<file path="config.mk">
export PLATFORM = sky130hd
export DESIGN_NAME = player_slot_assigner_flat
export DESIGN_NICKNAME = d
export VERILOG_FILES = /design/src/hw/rtl/pslot_pkg.sv /design/src/hw/rtl/pslot_if.sv /design/src/hw/rtl/player_slot_assigner.sv /design/src/hw/rtl/pslot_table.sv /design/src/hw/rtl/pslot_scan.sv /design/src/flat_wrapper.sv
export VERILOG_INCLUDE_DIRS = /design/src /design/src/hw/rtl
export SDC_FILE = /design/constraint.sdc
export NUM_CORES = 1
export LEC_CHECK = 0
export BUFFER_PORTS_ARGS = -buffer_cell sky130_fd_sc_hd__buf_2
export CORE_AREA = 2 2 173 175
export CTS_CLUSTER_DIAMETER = 120
export DETAILED_ROUTE_END_ITERATION = 10
export DIE_AREA = 0 0 175 177
export PLACE_DENSITY = 0.52
export SETUP_SLACK_MARGIN = 0.5
export SYNTH_ARGS = -nofsm -noshare
export SYNTH_HDL_FRONTEND = slang
export SYNTH_SLANG_ARGS = --single-unit
</file>
<file path="constraint.sdc">
create_clock -name clk_i -period 4.94 [get_ports clk_i]
set_clock_uncertainty 0.15 [all_clocks]
set_input_delay 0.741 -clock clk_i [delete_from_list [all_inputs] [get_ports clk_i]]
set_output_delay 0.741 -clock clk_i [all_outputs]
set_load 0.05 [all_outputs]
</file>
<file path="src/hw/rtl/assert_macros.svh">
// assertion helpers for the player slot assigner
`ifndef ASSERT_MACROS_SVH
`define ASSERT_MACROS_SVH

// check on the rising clock, switched off while reset is low
`define PSLOT_ASSERT(lbl, prop, msg) \
  lbl: assert property (@(posedge clk_i) disable iff (!rst_ni) (prop)) else $error(msg);

// check on the rising clock, also live during reset
`define PSLOT_ASSERT_ALL(lbl, prop, msg) \
  lbl: assert property (@(posedge clk_i) (prop)) else $error(msg);

`endif

</file>
<file path="src/hw/rtl/pslot_pkg.sv">
package pslot_pkg;

  // defaults of the top level parameters
  localparam int unsigned MAX_DEVICES_DEF = 8;
  localparam int unsigned MAX_PLAYERS_DEF = 4;
  localparam int unsigned ID_BITS_DEF     = 16;

  // fixed payload widths
  localparam int unsigned CMD_W    = 3;
  localparam int unsigned DEV_ID_W = 16;
  localparam int unsigned PLAYER_W = 5;
  localparam int unsigned HELD_W   = 16;

  typedef logic signed [PLAYER_W-1:0] player_t;

  localparam player_t NO_PLAYER = 5'sb11111;

  typedef enum logic [CMD_W-1:0] {
    CMD_CONNECT    = 3'd0,
    CMD_DISCONNECT = 3'd1,
    CMD_INPUT      = 3'd2,
    CMD_REASSIGN   = 3'd3,
    CMD_QUERY      = 3'd4
  } cmd_e;

  typedef enum logic [2:0] {
    S_IDLE,
    S_SCAN,
    S_ACT,
    S_CLR,
    S_DONE
  } st_e;

  // what one pass over the table found
  typedef struct packed {
    logic              found;
    player_t           player;
    logic              ready;
    logic              free_found;
    logic [HELD_W-1:0] held;
  } scan_t;

  // held mask bit of a player number, none for no player
  function automatic logic [HELD_W-1:0] ply_bit(player_t p);
    logic [HELD_W-1:0] b;
    b = p[PLAYER_W-1] ? '0 : (HELD_W'(1) << p[PLAYER_W-2:0]);
    return b;
  endfunction

endpackage

</file>
<file path="src/hw/rtl/pslot_if.sv">
// command channel
interface pslot_cmd_if;
  logic                           valid;
  logic                           ready;
  logic [pslot_pkg::CMD_W-1:0]    command;
  logic [pslot_pkg::DEV_ID_W-1:0] device_id;
  logic                           built_in;
  logic                           neutral;
  logic                           button_pressed;

  modport source (output valid, command, device_id, built_in, neutral, button_pressed,
                  input ready);
  modport sink (input valid, command, device_id, built_in, neutral, button_pressed,
                output ready);
endinterface

// response channel
interface pslot_rsp_if;
  logic                         valid;
  logic                         ready;
  logic                         ok;
  pslot_pkg::player_t           player_number;
  logic [pslot_pkg::HELD_W-1:0] held_mask;

  modport source (output valid, ok, player_number, held_mask, input ready);
  modport sink (input valid, ok, player_number, held_mask, output ready);
endinterface

</file>
<file path="src/hw/rtl/player_slot_assigner.sv">
// channel   dir  payload                                        item accepted
// cmd_i     in   command, device_id, built_in, neutral, button  valid & ready
// rsp_o     out  ok, player_number, held_mask                   valid & ready
//
// one command at a time; a command reads every table entry through the one
// memory read port; reassign instead writes every entry once
// reset clears the entry valid bits, the reservation and the reassign flag
// a stalled output holds the next result in the done state, cmd_i.ready low
`include "assert_macros.svh"

module player_slot_assigner #(
  parameter int unsigned MAX_DEVICES = pslot_pkg::MAX_DEVICES_DEF,
  parameter int unsigned MAX_PLAYERS = pslot_pkg::MAX_PLAYERS_DEF,
  parameter int unsigned ID_BITS     = pslot_pkg::ID_BITS_DEF
) (
  input logic        clk_i,
  input logic        rst_ni,
  pslot_cmd_if.sink   cmd_i,
  pslot_rsp_if.source rsp_o
);

  localparam int unsigned IdxW  = (MAX_DEVICES > 1) ? $clog2(MAX_DEVICES) : 1;
  localparam int unsigned CntW  = $clog2(MAX_DEVICES + 1);
  localparam int unsigned HeldW = pslot_pkg::HELD_W;
  localparam logic [HeldW-1:0] PlyMask = HeldW'((64'd1 << MAX_PLAYERS) - 64'd1);

  pslot_pkg::st_e           state_q, state_d;
  logic [CntW-1:0]          cnt_q, cnt_d;
  logic [pslot_pkg::CMD_W-1:0] cmd_q;
  logic [ID_BITS-1:0]       key_q;
  logic                     built_q, neut_q, press_q;
  logic [MAX_DEVICES-1:0]   valid_q, valid_d;
  logic                     zres_q, zres_d;
  logic                     wasr_q, wasr_d;
  logic                     stg_ok_q, stg_ok_d;
  pslot_pkg::player_t       stg_ply_q, stg_ply_d;
  logic [HeldW-1:0]         stg_held_q, stg_held_d;
  logic                     stg_ld;
  logic                     out_vld_q, out_vld_d;
  logic                     out_ok_q;
  pslot_pkg::player_t       out_ply_q;
  logic [HeldW-1:0]         out_held_q;

  logic                     accept, out_ld, cmd_rdy, rd_en;
  logic [IdxW-1:0]          wr_addr;
  logic                     id_we, st_we, wr_rdy;
  pslot_pkg::player_t       wr_ply;

  logic                     rd_vld, rd_rdy;
  logic [IdxW-1:0]          rd_idx;
  logic [ID_BITS-1:0]       rd_id;
  pslot_pkg::player_t       rd_ply;
  pslot_pkg::scan_t         sr;
  logic [IdxW-1:0]          sr_slot, sr_free;

  logic                     scan_last, clr_last;
  logic                     conn_ok, reserve, in_open, in_rdy, in_assign;
  pslot_pkg::player_t       conn_ply, found_ply, low_ply;
  logic [HeldW-1:0]         free_vec, low_oh;
  logic [3:0]               low_num;

  assign accept    = cmd_i.valid && cmd_i.ready;
  assign out_ld    = (state_q == pslot_pkg::S_DONE) && (!out_vld_q || rsp_o.ready);
  assign scan_last = (cnt_q == CntW'(MAX_DEVICES));
  assign clr_last  = (cnt_q == CntW'(MAX_DEVICES - 1));

  // entry memory
  pslot_table #(
    .MAX_DEVICES(MAX_DEVICES),
    .ID_BITS    (ID_BITS)
  ) u_table (
    .clk_i      (clk_i),
    .rst_ni     (rst_ni),
    .rd_en_i    (rd_en),
    .rd_addr_i  (cnt_q[IdxW-1:0]),
    .wr_addr_i  (wr_addr),
    .id_we_i    (id_we),
    .st_we_i    (st_we),
    .wr_id_i    (key_q),
    .wr_player_i(wr_ply),
    .wr_ready_i (wr_rdy),
    .rd_vld_o   (rd_vld),
    .rd_idx_o   (rd_idx),
    .rd_id_o    (rd_id),
    .rd_player_o(rd_ply),
    .rd_ready_o (rd_rdy)
  );

  // match, free slot and held mask from the read stream
  pslot_scan #(
    .MAX_DEVICES(MAX_DEVICES),
    .ID_BITS    (ID_BITS)
  ) u_scan (
    .clk_i      (clk_i),
    .rst_ni     (rst_ni),
    .start_i    (accept),
    .key_i      (key_q),
    .valid_i    (valid_q),
    .rd_vld_i   (rd_vld),
    .rd_idx_i   (rd_idx),
    .rd_id_i    (rd_id),
    .rd_player_i(rd_ply),
    .rd_ready_i (rd_rdy),
    .res_o      (sr),
    .slot_o     (sr_slot),
    .free_o     (sr_free)
  );

  // lowest player number neither held nor reserved
  assign free_vec = ~(sr.held | {{(HeldW-1){1'b0}}, zres_q}) & PlyMask;
  assign low_oh   = free_vec & (~free_vec + HeldW'(1));

  always_comb begin
    low_num = '0;
    for (int i = 0; i < HeldW; i++) begin
      if (low_oh[i]) begin
        low_num = low_num | 4'(i);
      end
    end
  end

  assign low_ply = pslot_pkg::player_t'({1'b0, low_num});

  // command decisions from the scan result
  assign found_ply = sr.found ? sr.player : pslot_pkg::NO_PLAYER;
  assign conn_ok   = (key_q != '0) && !sr.found && sr.free_found;
  assign reserve   = built_q && !wasr_q;
  assign conn_ply  = (reserve && !sr.held[0]) ? '0 : pslot_pkg::NO_PLAYER;
  assign in_open   = sr.found && sr.player[pslot_pkg::PLAYER_W-1];
  assign in_rdy    = sr.ready || neut_q;
  assign in_assign = in_rdy && press_q && (free_vec != '0);

  // next state
  always_comb begin
    state_d = state_q;
    case (state_q)
      pslot_pkg::S_IDLE: begin
        if (accept) begin
          state_d = (cmd_i.command == pslot_pkg::CMD_REASSIGN) ? pslot_pkg::S_CLR
                                                               : pslot_pkg::S_SCAN;
        end
      end
      pslot_pkg::S_SCAN: begin
        if (scan_last) begin
          state_d = pslot_pkg::S_ACT;
        end
      end
      pslot_pkg::S_ACT: begin
        state_d = pslot_pkg::S_DONE;
      end
      pslot_pkg::S_CLR: begin
        if (clr_last) begin
          state_d = pslot_pkg::S_DONE;
        end
      end
      pslot_pkg::S_DONE: begin
        if (out_ld) begin
          state_d = pslot_pkg::S_IDLE;
        end
      end
      default: begin
        state_d = pslot_pkg::S_IDLE;
      end
    endcase
  end

  // state outputs: reads, write-back and staged result
  always_comb begin
    cmd_rdy    = 1'b0;
    rd_en      = 1'b0;
    cnt_d      = cnt_q;
    wr_addr    = cnt_q[IdxW-1:0];
    id_we      = 1'b0;
    st_we      = 1'b0;
    wr_ply     = pslot_pkg::NO_PLAYER;
    wr_rdy     = 1'b0;
    valid_d    = valid_q;
    zres_d     = zres_q;
    wasr_d     = wasr_q;
    stg_ld     = 1'b0;
    stg_ok_d   = 1'b0;
    stg_ply_d  = found_ply;
    stg_held_d = sr.held;
    case (state_q)
      pslot_pkg::S_IDLE: begin
        cmd_rdy = 1'b1;
        cnt_d   = '0;
      end
      pslot_pkg::S_SCAN: begin
        rd_en = !scan_last;
        cnt_d = cnt_q + CntW'(1);
      end
      pslot_pkg::S_ACT: begin
        stg_ld = 1'b1;
        case (cmd_q)
          pslot_pkg::CMD_CONNECT: begin
            stg_ok_d   = conn_ok;
            stg_ply_d  = conn_ok ? conn_ply : found_ply;
            stg_held_d = sr.held | (conn_ok ? pslot_pkg::ply_bit(conn_ply) : '0);
            if (conn_ok) begin
              wr_addr          = sr_free;
              id_we            = 1'b1;
              st_we            = 1'b1;
              wr_ply           = conn_ply;
              valid_d[sr_free] = 1'b1;
              if (reserve) begin
                zres_d = 1'b1;
              end
            end
          end
          pslot_pkg::CMD_DISCONNECT: begin
            stg_ok_d  = sr.found;
            stg_ply_d = pslot_pkg::NO_PLAYER;
            if (sr.found) begin
              stg_held_d       = sr.held & ~pslot_pkg::ply_bit(sr.player);
              valid_d[sr_slot] = 1'b0;
            end
          end
          pslot_pkg::CMD_INPUT: begin
            if (in_open) begin
              wr_addr    = sr_slot;
              st_we      = 1'b1;
              wr_ply     = in_assign ? low_ply : pslot_pkg::NO_PLAYER;
              wr_rdy     = in_assign ? 1'b0 : in_rdy;
              stg_ok_d   = in_assign;
              stg_ply_d  = in_assign ? low_ply : pslot_pkg::NO_PLAYER;
              stg_held_d = sr.held | (in_assign ? pslot_pkg::ply_bit(low_ply) : '0);
            end
          end
          pslot_pkg::CMD_QUERY: begin
            stg_ok_d = 1'b1;
          end
          default: begin
            stg_ok_d = 1'b0;
          end
        endcase
      end
      pslot_pkg::S_CLR: begin
        // drop every player number and ready flag, one entry a cycle
        st_we      = 1'b1;
        cnt_d      = cnt_q + CntW'(1);
        stg_ld     = 1'b1;
        stg_ok_d   = 1'b1;
        stg_ply_d  = pslot_pkg::NO_PLAYER;
        stg_held_d = '0;
        if (clr_last) begin
          zres_d = 1'b0;
          wasr_d = 1'b1;
        end
      end
      pslot_pkg::S_DONE: begin
        cnt_d = '0;
      end
      default: begin
        cnt_d = '0;
      end
    endcase
  end

  assign cmd_i.ready = cmd_rdy;

  // control registers
  always_ff @(posedge clk_i or negedge rst_ni) begin
    if (!rst_ni) begin
      state_q   <= pslot_pkg::S_IDLE;
      cnt_q     <= '0;
      valid_q   <= '0;
      zres_q    <= 1'b0;
      wasr_q    <= 1'b0;
      out_vld_q <= 1'b0;
    end else begin
      state_q   <= state_d;
      cnt_q     <= cnt_d;
      valid_q   <= valid_d;
      zres_q    <= zres_d;
      wasr_q    <= wasr_d;
      out_vld_q <= out_vld_d;
    end
  end

  // command capture, staged result and output payload
  always_ff @(posedge clk_i) begin
    if (accept) begin
      cmd_q   <= cmd_i.command;
      key_q   <= ID_BITS'(cmd_i.device_id);
      built_q <= cmd_i.built_in;
      neut_q  <= cmd_i.neutral;
      press_q <= cmd_i.button_pressed;
    end
    if (stg_ld) begin
      stg_ok_q   <= stg_ok_d;
      stg_ply_q  <= stg_ply_d;
      stg_held_q <= stg_held_d;
    end
    if (out_ld) begin
      out_ok_q   <= stg_ok_q;
      out_ply_q  <= stg_ply_q;
      out_held_q <= stg_held_q;
    end
  end

  // output register valid
  assign out_vld_d = out_ld || (out_vld_q && !rsp_o.ready);

  assign rsp_o.valid         = out_vld_q;
  assign rsp_o.ok            = out_ok_q;
  assign rsp_o.player_number = out_ply_q;
  assign rsp_o.held_mask     = out_held_q;

  // checks
  `PSLOT_ASSERT_ALL(a_wr_phase, (id_we || st_we) |-> ((state_q == pslot_pkg::S_ACT) || (state_q == pslot_pkg::S_CLR)), "table written outside act or clear")
  `PSLOT_ASSERT(a_accept_busy, accept |=> (state_q != pslot_pkg::S_IDLE), "accepted item did not start work")
  `PSLOT_ASSERT(a_ply_range, out_vld_q |-> ((out_ply_q == pslot_pkg::NO_PLAYER) || (!out_ply_q[4] && ({28'd0, out_ply_q[3:0]} < MAX_PLAYERS))), "player number out of range")
  `PSLOT_ASSERT(a_held_range, out_vld_q |-> ((out_held_q >> MAX_PLAYERS) == '0), "held mask beyond player count")

endmodule

</file>
<file path="src/hw/rtl/pslot_table.sv">
module pslot_table #(
  parameter int unsigned MAX_DEVICES = pslot_pkg::MAX_DEVICES_DEF,
  parameter int unsigned ID_BITS     = pslot_pkg::ID_BITS_DEF,
  localparam int unsigned IdxW = (MAX_DEVICES > 1) ? $clog2(MAX_DEVICES) : 1
) (
  input  logic               clk_i,
  input  logic               rst_ni,
  input  logic               rd_en_i,
  input  logic [IdxW-1:0]    rd_addr_i,
  input  logic [IdxW-1:0]    wr_addr_i,
  input  logic               id_we_i,
  input  logic               st_we_i,
  input  logic [ID_BITS-1:0] wr_id_i,
  input  pslot_pkg::player_t wr_player_i,
  input  logic               wr_ready_i,
  output logic               rd_vld_o,
  output logic [IdxW-1:0]    rd_idx_o,
  output logic [ID_BITS-1:0] rd_id_o,
  output pslot_pkg::player_t rd_player_o,
  output logic               rd_ready_o
);

  // device ids, and player number plus ready flag per entry
  logic [ID_BITS-1:0]            id_mem [MAX_DEVICES];
  logic [pslot_pkg::PLAYER_W:0]  st_mem [MAX_DEVICES];
  logic [pslot_pkg::PLAYER_W:0]  st_rd;
  logic                          rd_vld_q;
  logic [IdxW-1:0]               rd_idx_q;

  // write ports
  always_ff @(posedge clk_i) begin
    if (id_we_i) begin
      id_mem[wr_addr_i] <= wr_id_i;
    end
    if (st_we_i) begin
      st_mem[wr_addr_i] <= {wr_player_i, wr_ready_i};
    end
  end

  // registered read port
  always_ff @(posedge clk_i) begin
    if (rd_en_i) begin
      rd_id_o  <= id_mem[rd_addr_i];
      st_rd    <= st_mem[rd_addr_i];
      rd_idx_q <= rd_addr_i;
    end
  end

  always_ff @(posedge clk_i or negedge rst_ni) begin
    if (!rst_ni) begin
      rd_vld_q <= 1'b0;
    end else begin
      rd_vld_q <= rd_en_i;
    end
  end

  assign rd_vld_o    = rd_vld_q;
  assign rd_idx_o    = rd_idx_q;
  assign rd_player_o = pslot_pkg::player_t'(st_rd[pslot_pkg::PLAYER_W:1]);
  assign rd_ready_o  = st_rd[0];

endmodule

</file>
<file path="src/hw/rtl/pslot_scan.sv">
module pslot_scan #(
  parameter int unsigned MAX_DEVICES = pslot_pkg::MAX_DEVICES_DEF,
  parameter int unsigned ID_BITS     = pslot_pkg::ID_BITS_DEF,
  localparam int unsigned IdxW = (MAX_DEVICES > 1) ? $clog2(MAX_DEVICES) : 1
) (
  input  logic                   clk_i,
  input  logic                   rst_ni,
  input  logic                   start_i,
  input  logic [ID_BITS-1:0]     key_i,
  input  logic [MAX_DEVICES-1:0] valid_i,
  input  logic                   rd_vld_i,
  input  logic [IdxW-1:0]        rd_idx_i,
  input  logic [ID_BITS-1:0]     rd_id_i,
  input  pslot_pkg::player_t     rd_player_i,
  input  logic                   rd_ready_i,
  output pslot_pkg::scan_t       res_o,
  output logic [IdxW-1:0]        slot_o,
  output logic [IdxW-1:0]        free_o
);

  pslot_pkg::scan_t res_q, res_d;
  logic [IdxW-1:0]  slot_q, slot_d;
  logic [IdxW-1:0]  free_q, free_d;

  // clear on start, else fold one table entry into the match, free slot and held mask
  always_comb begin
    res_d  = res_q;
    slot_d = slot_q;
    free_d = free_q;
    if (start_i) begin
      res_d.found      = 1'b0;
      res_d.player     = pslot_pkg::NO_PLAYER;
      res_d.ready      = 1'b0;
      res_d.free_found = 1'b0;
      res_d.held       = '0;
    end else if (rd_vld_i) begin
      if (valid_i[rd_idx_i]) begin
        res_d.held = res_q.held | pslot_pkg::ply_bit(rd_player_i);
        if (rd_id_i == key_i) begin
          res_d.found  = 1'b1;
          res_d.player = rd_player_i;
          res_d.ready  = rd_ready_i;
          slot_d       = rd_idx_i;
        end
      end else if (!res_q.free_found) begin
        res_d.free_found = 1'b1;
        free_d           = rd_idx_i;
      end
    end
  end

  always_ff @(posedge clk_i or negedge rst_ni) begin
    if (!rst_ni) begin
      res_q  <= '0;
      slot_q <= '0;
      free_q <= '0;
    end else begin
      res_q  <= res_d;
      slot_q <= slot_d;
      free_q <= free_d;
    end
  end

  assign res_o  = res_q;
  assign slot_o = slot_q;
  assign free_o = free_q;

endmodule

</file>
<file path="src/flat_wrapper.sv">
// flat-port wrapper written by rule: the top's interface ports become plain ports
module player_slot_assigner_flat 
#(
  parameter int unsigned MAX_DEVICES = pslot_pkg::MAX_DEVICES_DEF,
  parameter int unsigned MAX_PLAYERS = pslot_pkg::MAX_PLAYERS_DEF,
  parameter int unsigned ID_BITS     = pslot_pkg::ID_BITS_DEF
)
  (clk_i, rst_ni, cmd_i_valid, cmd_i_command, cmd_i_device_id, cmd_i_built_in, cmd_i_neutral, cmd_i_button_pressed, cmd_i_ready, rsp_o_valid, rsp_o_ok, rsp_o_player_number, rsp_o_held_mask, rsp_o_ready);
  pslot_cmd_if cmd_i_i ();
  pslot_rsp_if rsp_o_i ();
  input logic clk_i;
  input logic rst_ni;
  input wire logic [$bits(cmd_i_i.valid)-1:0] cmd_i_valid;
  input wire logic [$bits(cmd_i_i.command)-1:0] cmd_i_command;
  input wire logic [$bits(cmd_i_i.device_id)-1:0] cmd_i_device_id;
  input wire logic [$bits(cmd_i_i.built_in)-1:0] cmd_i_built_in;
  input wire logic [$bits(cmd_i_i.neutral)-1:0] cmd_i_neutral;
  input wire logic [$bits(cmd_i_i.button_pressed)-1:0] cmd_i_button_pressed;
  output wire logic [$bits(cmd_i_i.ready)-1:0] cmd_i_ready;
  output wire logic [$bits(rsp_o_i.valid)-1:0] rsp_o_valid;
  output wire logic [$bits(rsp_o_i.ok)-1:0] rsp_o_ok;
  output wire logic [$bits(rsp_o_i.player_number)-1:0] rsp_o_player_number;
  output wire logic [$bits(rsp_o_i.held_mask)-1:0] rsp_o_held_mask;
  input wire logic [$bits(rsp_o_i.ready)-1:0] rsp_o_ready;
  assign cmd_i_i.valid = cmd_i_valid;
  assign cmd_i_i.command = cmd_i_command;
  assign cmd_i_i.device_id = cmd_i_device_id;
  assign cmd_i_i.built_in = cmd_i_built_in;
  assign cmd_i_i.neutral = cmd_i_neutral;
  assign cmd_i_i.button_pressed = cmd_i_button_pressed;
  assign cmd_i_ready = cmd_i_i.ready;
  assign rsp_o_valid = rsp_o_i.valid;
  assign rsp_o_ok = rsp_o_i.ok;
  assign rsp_o_player_number = rsp_o_i.player_number;
  assign rsp_o_held_mask = rsp_o_i.held_mask;
  assign rsp_o_i.ready = rsp_o_ready;
  player_slot_assigner #(.MAX_DEVICES(MAX_DEVICES), .MAX_PLAYERS(MAX_PLAYERS), .ID_BITS(ID_BITS)) u_core (.clk_i(clk_i), .rst_ni(rst_ni), .cmd_i(cmd_i_i), .rsp_o(rsp_o_i));
endmodule
</file>
* After elaboration in Yosys (flattened, before gate mapping) *
Memory sizes are Yosys's and may differ from the RTL's. A register that Yosys moved wholly into a read port is not among the register bits.
Index checks and enable logic that the tools add are counted.

cells by class
  shifts and indexed selects = 4
  mux-type cells = 86
  reduce and logical (&&, ||, !) cells = 41
  order comparisons = 5
  eq/ne operators = 21
  bitwise gates (word level) = 15
  $add $sub $neg = 2

operators by type and width
  kind                                                                     number
  16-bit two-way mux                                                       8
  1-bit by 4-bit << shifter with 16-bit output, first input constant       4
  24-bit two-way mux                                                       2
  16-bit bitwise OR                                                        3
  16-bit case mux with 3 select lines                                      1
  5-bit two-way mux                                                        8
  3-bit two-way mux                                                        11
  4-bit two-way mux                                                        8
  16-bit case mux with 2 select lines                                      1
  16-bit nonzero test                                                      2
  1-bit two-way mux                                                        25
  5-bit case mux with 2 select lines                                       2
  16-bit by 1-bit adder with 16-bit output, second input constant          1
  16-bit AND                                                               1
  4-bit by 16-bit AND with 16-bit output                                   1
  16-bit == test                                                           1
  8-bit two-way mux                                                        2
  2-bit by 1-bit inequality test with 1-bit output, second input constant  8
  16-bit inverter                                                          1
  4-bit inverter with 16-bit output                                        1
  8-bit case mux with 2 select lines                                       1
  4-bit AND reduction                                                      4
  3-bit case mux with 5 select lines                                       1
  5-bit case mux with 3 select lines                                       1
  32 further kinds                                                         76

word-level totals
  flip-flop bits (word level) = 118
  memories kept = 2
  output and inout bits = 24
  bits of input ports = 26
  memory bits (writable) = 176

memories
  memory                 depth  bits a word  read ports  clocked after memory_dff  write ports  RTL line           text
  u_core.u_table.id_mem  8      16           1           1                         1            pslot_table.sv:24  logic [ID_BITS-1:0] id_mem [MAX_DEVICES];
  u_core.u_table.st_mem  8      6            1           1                         1            pslot_table.sv:25  logic [pslot_pkg::PLAYER_W:0] st_mem [MAX_DEVICES];

* Longest topological paths before layout *
Gate-level depths: netlist (run 1).

  word-level depth = 26
  depth in mapped cells = 9
  mapped depth without buffers = 7

* By module *
From an unflattened synthesis (run 1), not the netlist that was laid out.

second synthesis, totals
  cell total of the unflattened synthesis = 747
  area, all modules = 12943.7 um^2

modules (own cells, without submodules)
  module                times used  cells an instance  area an instance (um^2)  seq. area each (um^2)
  pslot_table           1           303                7628.6                   6060.8
  player_slot_assigner  1           299                3779.9                   2432.3
  pslot_scan            1           145                1535.2                   750.7

* Least setup slack after synthesis (run 1) *
Ideal clock, no wire load.

  path type = reg-to-reg
  start = register u_core.key_q[2]
  end = memory u_core.u_table.id_mem[2][0] in the netlist's numbering, enable pin
  data arrival time = 2953 ps
  setup slack = 1428 ps
  setup time = 409 ps
  required time = 4381 ps
  stages on the path, launching flop included = 7
  cell sequence = edfxtp_1 -> nor4_1 -> nand4_1 -> and2_1 -> buf_2 -> a221o_1 -> nor3_1

on the way
  longest elaborated chain between the ends = 8
  elaborated cells between the ends (all ways) = 11
  those cells by class = 8 x mux; 3 x reduce/logical

RTL lines
  item                                     RTL line                     text
  start, declared                          player_slot_assigner.sv:30   logic [ID_BITS-1:0] key_q;
  start signal, assigned                   player_slot_assigner.sv:285  key_q <= ID_BITS'(cmd_i.device_id);
  16-bit nonzero test (*)                  player_slot_assigner.sv:126  assign conn_ok = (key_q != '0) && !sr.found && sr.free_found;
  1-bit logical AND (*) (2 in series)      player_slot_assigner.sv:126
  1-bit two-way mux                        player_slot_assigner.sv:200  if (conn_ok) begin
  1-bit two-way mux                        player_slot_assigner.sv:195  case (cmd_q)
  1-bit two-way mux                        player_slot_assigner.sv:184  case (state_q)
  1-bit two-way mux                        pslot_table.sv:32            if (id_we_i) begin
  1-bit two-way mux (implied by the code)  pslot_table.sv:33            id_mem[wr_addr_i] <= wr_id_i;
  end, declared                            pslot_table.sv:24

Mark *: on every way between the ends. The rest lies on a longest branch, timed or not.

* Worst setup path in the final report (run 1) *
  start = register u_core.state_q[2]
  end = memory u_core.u_table.st_mem[0][2] in the netlist's numbering, enable pin

on the way
  longest elaborated chain between the ends = 4
  elaborated cells between the ends (all ways) = 6
  those cells by class = 2 x eq/ne; 4 x mux

RTL lines
  item                                      RTL line                     text
  start, declared                           player_slot_assigner.sv:27   pslot_pkg::st_e state_q, state_d;
  start signal, assigned                    player_slot_assigner.sv:265  state_q <= pslot_pkg::S_IDLE;
  start signal, assigned                    player_slot_assigner.sv:272  state_q <= state_d;
  3-bit by 2-bit == test with 1-bit output  player_slot_assigner.sv:184
  1-bit case mux with 2 select lines        player_slot_assigner.sv:184
  1-bit two-way mux                         pslot_table.sv:35            if (st_we_i) begin
  1-bit two-way mux (implied by the code)   pslot_table.sv:36            st_mem[wr_addr_i] <= {wr_player_i, wr_ready_i};
  end, declared                             pslot_table.sv:25

Parallel ways exist; a longest one is shown, timed or not.

==> impl_results.md, run 1 <==
* Status: finished, final reports clean
* Ys Warns at 0
* Pwr Density at 529 nW/um^2
* Wire per inst at between 20 and 25 um
* Register bit total from synthesis at 292
* Number of fill cells at 2507
* Remaining Overflow, GRT at 0
* EDFF count, synth at 245
* Avg Cell Area, Syn at 17.8 um^2
* DRC errors left at 0
* IO Count at 50
* First-pass DRT Iterations at 5
* Initial drt markers at between 400 and 500
* CTS clk-pin slew, worst paths at 60 ps
* Slew Viols, Final at 0
* Critical Path RT at 4970 ps
* Largest net degree at the start of global routing at 48
* First-pass GRT wire length at approximately 37000 um
* Area contributors post-synth: edfxtp_1 (64%), dfrtp_1 (10%), mux4_2 (7.8%)
* Max-Cap Viols at 0
* Cts repair resizes at 0
* Root Driver: clkbuf_16
* RSZ-0062 raised after global routing: no
* Setup tns final at 0 ps
* Vias in the first global route at 6180
* Synth unique cells at 62
* Clock sinks at 292
* Leakage at 4.51 nW
* Syn_nets at slightly below 700
* Starting Density at 0.395
* Core area at 29200 um^2
* Register area at 8540 um^2
* Post-Route WL at 23600 um
* Detail Route Antenna Nets at 0
* GRT Util Overall at 0.156
* Min cycle time layout at 3550 ps
* Antenna cells at 0
* Setup crit end kind: flop
* Vias per cell at 5.26
* Synth-to-Final Area Change at 14.2%
* Longest Clk Path Bufs at 3
* Cell Area, Placed at 12300 um^2
* Die area at 31000 um^2
* Maximum clock rate at around 280 MHz
* Worst VDD drop at about 0.00034 V
* Sequential-to-total area share from yosys stat at 0.739
* Worst min path class: primary input to asynchronous set/reset pin
* Async set or reset register ratio after synthesis at 0.161
* Cell area after layout at 13200 um^2
* Setup Buffers After CTS at 0
* Rows at between 60 and 70
* Skew-Pair Late Insertion Delay at 560 ps
* Rel. slew slack at 0.296
* Crit path max fanout at 26
* Total CTS buffers at 30
* Main synth FF type: edfxtp_1
* Die Y at between 150 and 200 um
* Layout cell share with drive strength beyond 1 at 0.258
* H-Tree Depth at 1
* Initial antenna violation count at 0
* Vias at 5929
* Nets at 744
* Hold-fix buffers, CTS at 0
* Post-synthesis cell area at 11500 um^2
* Multi-input gate area at 2860 um^2
* Leading area contributor after synthesis: edfxtp_1
* Worst slew pin tran at around 1000 ps
* Die X-Extent at roughly 180 um
* Post-Synthesis Cells at 650
* Final Setup Violations at 0
* CP Class: flop to flop
* Critical path startpoint category: flop
* Count of buffers from port buffering at 49
* Endpoints failing hold at 0
* Share of the synthesized area in the top cell type at 0.637
* DP Wirelength at 14400 um
* CTS tree: yes
* Critical path arrival at 3580 ps
* Final Wtd Congestion at approximately 0.8
* Tcrit/Tclk final at 0.719
[power breakdown]
group          leakage (nW)  switching [mW]  total (mW)  internal [mW]
Clock                 0.438           0.914        2.07           1.16
Combinational          1.19           0.808        1.38          0.571
Sequential             2.88           0.357        3.52           3.17
Total                  4.51            2.08        6.97           4.90
[cells in the final DEF, fill, tap and decap left out, types with 5 or more instances in the layout]
master	instances
nor3_2	7
mux2i_1	9
mux4_2	40
nor2_1	26
buf_4	14
clkbuf_16	30
nand3_1	5
a31oi_1	5
inv_1	11
buf_2	49
xor2_1	7
nand4_1	5
xnor2_1	10
dfrtp_1	44
nand2_1	27
o21ai_0	21
nand3b_1	7
mux2_2	26
o31ai_1	5
clkinv_1	8
nor3_1	14
clkinv_2	7
nand2b_1	8
nor4_1	5
a21oi_1	6
and2_1	28
edfxtp_1	245
[flip-flops by register name (all words and copies together), names as in the netlist, 3 cells and up]
register                    flops
u_core.cmd_q                    3
u_core.cnt_q                    4
u_core.key_q                   16
u_core.rsp_o.held_mask         16
u_core.rsp_o.player_number      3
u_core.state_q                  3
u_core.stg_held_q              16
u_core.stg_ply_q                3
u_core.u_scan.free_o            3
u_core.u_scan.res_o            22
u_core.u_scan.slot_o            3
u_core.u_table.id_mem         128
u_core.u_table.rd_id_o         16
u_core.u_table.rd_idx_o         3
u_core.u_table.st_mem          32
u_core.u_table.st_rd            4
u_core.valid_q                  8
[final timing paths]
kind	end	cells after the start	from	slack (ps)
max in group asynchronous	u_core.cnt_q[2]	2	rst_ni	4040
min in group clk_i	u_core.key_q[8]	1	cmd_i_device_id[8]	210
hold / removal	u_core.u_scan.res_o[18]	2	rst_ni	130
hold reg to reg	u_core.rsp_o.ok	0	u_core.stg_ok_q	260
setup reg to reg	u_core.u_table.st_mem[0][2]	6	u_core.state_q[2]	1390
setup / recovery	u_core.u_table.st_mem[0][2]	6	u_core.state_q[2]	1390
[per-stage QoR]
step	cells	util	total power, mW	setup slack, ps	hold WS, ps
after detailed placement	1074	0.420	4.98	1390	255
final	1127	0.451	6.97	1390	129
after global placement	1074	0.420	4.95	1520	251
after global routing	1127	0.451	7.33	1010	184
after floorplan	650	-	4.52	1430	250
after CTS	1127	0.451	7.07	1340	149
[Yosys cell counts, types with 2 or more instances]
cell type,instances
and4_1,4
buf_4,2
a32o_1,2
and3_1,4
ha_1,2
o31ai_1,5
xor2_1,7
nand3_1,5
clkbuf_1,16
a31oi_1,5
and2_1,28
nor3_2,3
o21a_1,2
nand2_1,27
inv_1,11
o21ai_0,21
nand2b_1,8
nor4_1,5
buf_1,2
o22ai_1,2
a21oi_1,6
a22oi_1,2
nand3b_1,7
nor2b_1,3
o41ai_1,2
dfrtp_1,47
a41oi_1,4
buf_2,8
nor3_1,18
mux4_2,40
nand4_1,5
xnor2_1,10
nor3b_1,3
edfxtp_1,245
o211ai_1,3
nor2_1,26
mux2i_1,9
mux2_2,26
a221oi_2,2
[layout make-up]
class	count	area share
sequential	292	0.648
tap	390	0.0370
clock buffer	34	0.0581
timing repair buffer	63	0.0266
clock inverter	19	0.00997
multi-input combinational	317	0.217
inverter	12	0.00342
[metal layers]
layer  vias up  GRT usage  share of wire
met3        43     0.0243          0.040
met4         0     0.0472          0.029
met2       158      0.263           0.49
met1      3028      0.209           0.44
met5         -          0              0
li1       2700          -              -
[cells by family (layout without fill, tap and decap cells)]
kind of cell	count (synthesis)	in the layout	share of synthesized area
buffers and inverters	41	128	0.0155
XOR/XNOR	17	17	0.0129
multiplexers	75	75	0.111
AND/OR/NAND/NOR	153	153	0.0758
flip-flops	292	292	0.739
adder cells (fa/ha/maj)	2	2	0.00217
AO/OA/AOI/OAI	70	70	0.0432
[critical path, cell delays in order (launching register included)]
cell	delay, ps
dfrtp_1	510
nand2b_4	250
inv_1	710
nand2_1	470
o22ai_1	370
o211ai_1	200
nor3_1	510
No activity file was read; power rests on OpenSTA's default activity.
==> run 2: changes to the inputs <==
--- a/config.mk
+++ b/config.mk
@@ -11,7 +11,7 @@
 export CTS_CLUSTER_DIAMETER = 120
 export DETAILED_ROUTE_END_ITERATION = 10
 export DIE_AREA = 0 0 175 177
-export PLACE_DENSITY = 0.52
+export PLACE_DENSITY = 0.55
 export SETUP_SLACK_MARGIN = 0.5
 export SYNTH_ARGS = -nofsm -noshare
 export SYNTH_HDL_FRONTEND = slang
==> constraint.sdc (replaced) <==
create_clock -name clk_i -period 3.1 [get_ports clk_i]
set_clock_uncertainty 0.15 [all_clocks]
set_input_delay 0.465 -clock clk_i [delete_from_list [all_inputs] [get_ports clk_i]]
set_output_delay 0.465 -clock clk_i [all_outputs]
set_load 0.05 [all_outputs]
==> impl_results.md, run 2 (same netlist as run 1, synthesis figures left out) <==
* Tcrit/Tclk final at 0.902
* Cell Count, Final, Fillers Out at 1229
* Status: finished, final reports clean
* Wire per inst at 20.0 um
* Worst slew pin tran at about 1000 ps
* Nets at about 840
* Total CTS buffers at 30
* Starting Density at 0.395
* Skew-Pair Late Insertion Delay at 550 ps
* Critical path startpoint category: flop
* Min cycle time layout at between 2000 and 3000 ps
* Initial drt markers at 420
* DRC errors left at 0
* CTS clk-pin slew, worst paths at 60 ps
* Final WS setup at between 300 and 400 ps
* Most frequent cells in the layout: edfxtp_1 (245), buf_4 (63), buf_2 (49), dfrtp_1 (45), mux4_2 (40)
* Pwr Density at 810 nW/um^2
* CTS tree: yes
* First-pass GRT wire length at 38200 um
* Detail Route Antenna Nets at 0
* R2r startpoint: u_core.key_q[2]
* Vias per cell at 5.16
* Hold wc startpoint: rsp_o_ready
* DP Wirelength at roughly 16000 um
* Count of buffers from port buffering at 49
* First-pass DRT Iterations at 5
* Final Setup Violations at 0
* Biggest register: u_core.u_table.id_mem
* Initial antenna violation count at 0
* Slew Viols, Final at 0
* Final Wtd Congestion at 0.862
* Vias in the first global route at between 6000 and 7000
* Critical path arrival at 2910 ps
* Setup crit end kind: flop
* Hold path endpoint: u_core.rsp_o.valid
* Root Driver: clkbuf_16
* Pre-CTS setup slack at -150 ps
* Worst Reg-to-Reg Cells at 9
* Endpoints failing hold at 0
* Largest net degree at the start of global routing at 35
* H-Tree Depth at 1
* GRT Util Overall at 0.161
* Critical R2R Capture: u_core.u_table.id_mem[0][9]
* Synth-to-Final Area Change at 25.1%
* Die area at slightly above 30000 um^2
* Critical Path RT at around 3200 ps
* Worst hold slack at slightly below 100 ps
* Worst min path class: primary input to flop
* RSZ-0062 raised after global routing: yes
* Die Y at 177 um
* Reg2reg setup slack at 300 ps
* Rows at 63
* Clock sinks at 292
* Longest Clk Path Bufs at 3
* Cell count of the worst hold path at 3
* Dpl cells at 1115
* Crit path max fanout at 16
* Most common cell after layout, fill and taps aside: edfxtp_1
* Antenna cells at 0
* Rel. slew slack at 0.312
* Leakage at around 5 nW
* Layout cell share with drive strength beyond 1 at 0.340
* Post-Route WL at 24600 um
* Vias at 6336
* Worst VDD drop at 0.000566 V
* Maximum clock rate at 358 MHz
* Core area at 29200 um^2
* Die X-Extent at 175 um
* Max reg flops at 128
* CP Class: flop to flop
* Remaining Overflow, GRT at 0
* IO Count at 50
* Max-Cap Viols at 0
==> run 2: changes by cell type in the layout (fill, tap and decap cells not counted), moves of 3 or more <==
cell | previous run | this run
buf_4 | 14 | 63
clkbuf_1 | 4 | 8
nor3_1 | 14 | 6
dlygate4sd3_1 | 0 | 23
buf_12 | 0 | 11
nor3_4 | 0 | 11
nor3_2 | 7 | 4
buf_6 | 0 | 15
==> run 2: worst max path at each step <==
stage | startpoint | end | slack [ps] | cells past startpoint
after floorplan | u_core.key_q[1] | u_core.u_table.id_mem[4][0] | 120 | 6
after global placement | u_core.key_q[2] | u_core.u_table.id_mem[7][10] | -5 | 7
after detailed placement | u_core.key_q[2] | u_core.u_table.id_mem[7][11] | -150 | 7
after CTS | u_core.key_q[2] | u_core.u_table.id_mem[2][14] | 300 | 10
after global routing | u_core.key_q[2] | u_core.u_table.id_mem[0][5] | 230 | 9
final | u_core.key_q[2] | u_core.u_table.id_mem[0][9] | 300 | 9
==> run 2: per-stage QoR <==
step           power, mW  setup TNS (ps)   util  cell area (um^2)
6_report            11.7               0  0.494             14400
5_1_grt             12.3               0  0.494             14400
4_1_cts             11.7               0  0.483             14100
3_5_place_dp        8.17           -2370  0.436             12700
3_3_place_gp        8.11           -37.1  0.436             12700
2_1_floorplan       7.25               0      -             11600
==> run 2: power by group <==
group / leakage (nW) / switching, mW / internal, mW / total, mW
clock: 0.451 / 1.44 / 1.94 / 3.38
sequential: 2.88 / 0.440 / 5.04 / 5.48
combinational: 1.78 / 1.59 / 1.24 / 2.84
total: 5.11 / 3.47 / 8.22 / 11.7
==> run 2: cell type report <==
class	count	area, um^2
fill	2404	14800
sequential	292	8540
multi-input combinational	317	3070
timing repair buffer	162	1370
clock buffer	38	781
tap	390	488
clock inverter	18	149
inverter	12	52.6
==> run 2: critical path, stage by stage, from the launching register on <==
cell and delay, ps:
edfxtp_1 420, nor4_4 330, buf_4 160, nand4_1 110
buf_6 170, and2_4 150, a221o_2 430, buf_4 170
nor3_4 210, buf_12 190
==> run 2: layer usage <==
layer / up-vias / track usage / part of all wire
li1: 2895 / - / -
met1: 3239 / 0.211 / 0.44
met2: 156 / 0.272 / 0.49
met3: 46 / 0.0230 / 0.036
met4: 0 / 0.0618 / 0.035
met5: - / 0 / 0
==> run 2: repair_timing <==
item,4_1_cts,5_1_grt
buffers inserted,16,17
cloned,1,1
setup endpoints to repair,165,171
gates resized for setup,14,38
pin swaps,2,8
hold buffers,23,0
hold endpoints to repair,44,0
==> run 3: changes to the inputs <==
--- a/config.mk
+++ b/config.mk
@@ -7,12 +7,13 @@
 export NUM_CORES = 1
 export LEC_CHECK = 0
 export BUFFER_PORTS_ARGS = -buffer_cell sky130_fd_sc_hd__buf_2
-export CORE_AREA = 2 2 173 175
+export CORE_AREA = 2 2 183 185
 export CTS_CLUSTER_DIAMETER = 120
 export DETAILED_ROUTE_END_ITERATION = 10
-export DIE_AREA = 0 0 175 177
-export PLACE_DENSITY = 0.55
+export DIE_AREA = 0 0 185 187
+export PLACE_DENSITY = 0.52
 export SETUP_SLACK_MARGIN = 0.5
 export SYNTH_ARGS = -nofsm -noshare
 export SYNTH_HDL_FRONTEND = slang
+export SYNTH_HIERARCHICAL = 1
 export SYNTH_SLANG_ARGS = --single-unit
==> constraint.sdc (replaced) <==
create_clock -name clk_i -period 2.71 [get_ports clk_i]
set_clock_uncertainty 0.15 [all_clocks]
set_input_delay 0.4065 -clock clk_i [delete_from_list [all_inputs] [get_ports clk_i]]
set_output_delay 0.4065 -clock clk_i [all_outputs]
set_load 0.05 [all_outputs]
==> impl_results.md, run 3 <==
* Status: complete, but fails checks
* Failing checks: setup timing
* Nets at 958
* Core area at 32900 um^2
* Post-Synthesis Cells at 747
* Post-synthesis cell area at about 13000 um^2
* Top post-synthesis cells by count: edfxtp_1 (267), nor2_1 (52), dfrtp_1 (49)
* Grt met2 use at 0.273
* Reg2reg setup slack at -250 ps
* EDFF count, synth at 267
* Vias per cell at 5.31
* Setup crit end kind: flop
* Post-Route WL at a little under 30000 um
* IO Count at 50
* Final Setup Violations at 176
* Avg Cell Area, Syn at 17.3 um^2
* Gr busiest metal: met2
* Rows at 67
* Area contributors post-synth: edfxtp_1 (62%), dfrtp_1 (9.5%), mux4_1 (7.7%)
* Slowest-stage cell, CP: edfxtp_1
* Wire per inst at approximately 21 um
* Leading area contributor after synthesis: edfxtp_1
* First-pass GRT wire length at around 45000 um
* Die Y at approximately 190 um
* Die area at 34600 um^2
* Ys Warns at 6
* Most numerous cell in the Yosys netlist: edfxtp_1
* Crit path max fanout at 8
* Slowest cell delay on critical path at 420 ps
* Count of buffers from port buffering at 49
* DRC errors left at 0
* Initial antenna violation count at 2
* Cell Area, Placed at 14500 um^2
* Maximum clock rate at about 340 MHz
* Vias at 7450
* Dpl cells at 1284
* Worst Reg-to-Reg Cells at 10
* Cell Count, Final, Fillers Out at approximately 1400
* Register bit total from synthesis at ~320
* Biggest register: u_core/u_table/id_mem
* Total power at around 16 mW
* Met1 GRT Util at 0.249
* Starting Density at 0.394
* Cell area after layout at 16600 um^2
* Skew-Pair Late Insertion Delay at 530 ps
* Synth-to-Final Area Change at 28.0%
* Antenna cells at 0
* Die X-Extent at 185 um
* DP Wirelength at just under 20000 um
* Syn_nets at between 700 and 800
* Final WS setup at -247 ps
* Critical path startpoint category: flop
* Remaining Overflow, GRT at 0
* Tcrit/Tclk final at 1.09
* First-pass DRT Iterations at 5
* Hold wc startpoint: rsp_o_ready
* H-Tree Depth at 2
* Endpoints failing hold at 0
* R2r startpoint: u_core/key_q[1]
* Max reg flops at 128
* GRT Util Overall at 0.173
* Synth unique cells at 64
* Setup tns final at -33500 ps
* Worst VDD drop at 0.000480 V
* Detail Route Antenna Nets at 0
* Met3 Use GR at 0.0294
* RSZ-0062 raised after global routing: yes
* Critical path, cell by cell: nor4_4 > nand4_1 > buf_6 > nand3_4 > inv_4 > a221o_2 > buf_6 > nor3_4 > buf_6 > buf_16
* Pwr Density at roughly 980 nW/um^2
* CTS clk-pin slew, worst paths at 60 ps
* Critical path arrival at about 3000 ps
* Initial drt markers at 497
* Register area at slightly above 9000 um^2
* Rel. slew slack at 0.554
* Critical Path RT at 2800 ps
* Share of the synthesized area in the top cell type at 0.619
* Sequential-to-total area share from yosys stat at 0.714
* Hold path endpoint: u_core/rsp_o.valid
* Longest Clk Path Bufs at 3
* Root Driver: clkbuf_16
* Layout cell share with drive strength beyond 1 at 0.328
* Worst slew pin tran at 669 ps
* Clock sinks at 316
* Slew Viols, Final at 0
* Critical R2R Capture: u_core/u_table/id_mem[0][5]
* Vias in the first global route at 7573
* Most common cell after layout, fill and taps aside: edfxtp_1
* Worst min path class: primary input to flop
* Multi-input gate area at 3990 um^2
* Worst hold slack at between 60 and 70 ps
* Final Wtd Congestion at 0.843
* Main synth FF type: edfxtp_1
* Most frequent cells in the layout: edfxtp_1 (267), buf_4 (57), buf_2 (48), dfrtp_1 (46)
* Total CTS buffers at 35
* Leakage at 5.82 nW
* Number of fill cells at 2741
* Min cycle time layout at 2960 ps
* Top cell by count, worst path: buf_6
* Largest net degree at the start of global routing at 54
* Async set or reset register ratio after synthesis at 0.155
* Cell count of the worst hold path at 3
* CP Class: flop to flop
* CTS tree: yes
* Max-Cap Viols at 0
==> run 3: cell count changes in the layout (fill, tap and decap cells not counted), sizes merged, moves of 7 or more <==
cell / change
nand2: +12
a31oi: +11
and2: -25
nor2: +26
clkbuf: +9
nor3: -8
buf: +12
nand3: +7
edfxtp: +22
==> run 3: layer usage <==
metal  wire, um  vias to the layer above
met3       1320                       53
li1           -                     3365
met5          0                        -
met1      13900                     3830
met4        646                        0
met2      13900                      202
==> run 3: how the worst max path moves through the flow <==
stage | startpoint | end | slack (ps) | cells past startpoint
after floorplan | u_core/key_q[9] | u_core/u_table/id_mem[0][0] | -140 | 7
after detailed placement | u_core/key_q[1] | u_core/u_table/st_mem[7][5] | -290 | 7
final | u_core/key_q[1] | u_core/u_table/id_mem[0][5] | -250 | 10
after CTS | u_core/key_q[6] | u_core/u_table/st_mem[0][3] | -150 | 8
after global routing | u_core/key_q[1] | u_core/u_table/id_mem[0][14] | -290 | 10
after global placement | u_core/key_q[5] | u_core/u_table/st_mem[7][2] | -210 | 7
==> run 3: layout make-up <==
| cell class | count | share of cell area |
|---|---|---|
| Timing Repair Buffer | 176 | 0.0971 |
| Inverter | 11 | 0.00287 |
| Tap cell | 448 | 0.0338 |
| Sequential cell | 316 | 0.558 |
| Multi-Input combinational cell | 390 | 0.241 |
| Clock buffer | 45 | 0.0551 |
| Clock inverter | 17 | 0.0122 |
==> run 3: stage by stage <==
step,util,worst slack [ps]
final,0.504,-247
after global routing,0.504,-295
after CTS,0.496,-151
after detailed placement,0.441,-295
after global placement,0.441,-206
after floorplan,-,-139
==> run 3: report_power, final <==
part,internal (mW),switching (mW),leakage [nW]
clock network,2.70,1.90,0.533
registers,6.37,0.596,3.09
logic,2.12,2.63,2.20
total,11.2,5.12,5.82
==> run 3: repair_timing <==
action / in CTS / in global routing
gates resized for setup: 47 / 39
endpoints found under the setup margin: 224 / 231
pin swaps: 18 / 15
cloned: 5 / 0
buffers inserted: 19 / 10
hold endpoints to repair: 71 / 0
hold buffers: 23 / 0
==> run 3: cells by family (layout without fill, tap and decap cells) <==
group	after synthesis	in the layout	share of synthesized area
AOI/OAI and AO/OA	103	103	0.0564
and+or+nand+nor	184	184	0.0772
muxes	84	84	0.121
DFF	316	316	0.714
adders and majority gates	2	2	0.00193
xor gates and xnor gates	17	17	0.0115
buffers and inverters	41	249	0.0175
==> run 3: worst max-delay path, delay by kind of cell (launching register included) <==
family,cells,cell delay (ps)
AO/OA/AOI/OAI,1,420
buffers and inverters,5,730
flip-flops,1,420
AND/OR/NAND/NOR,4,940
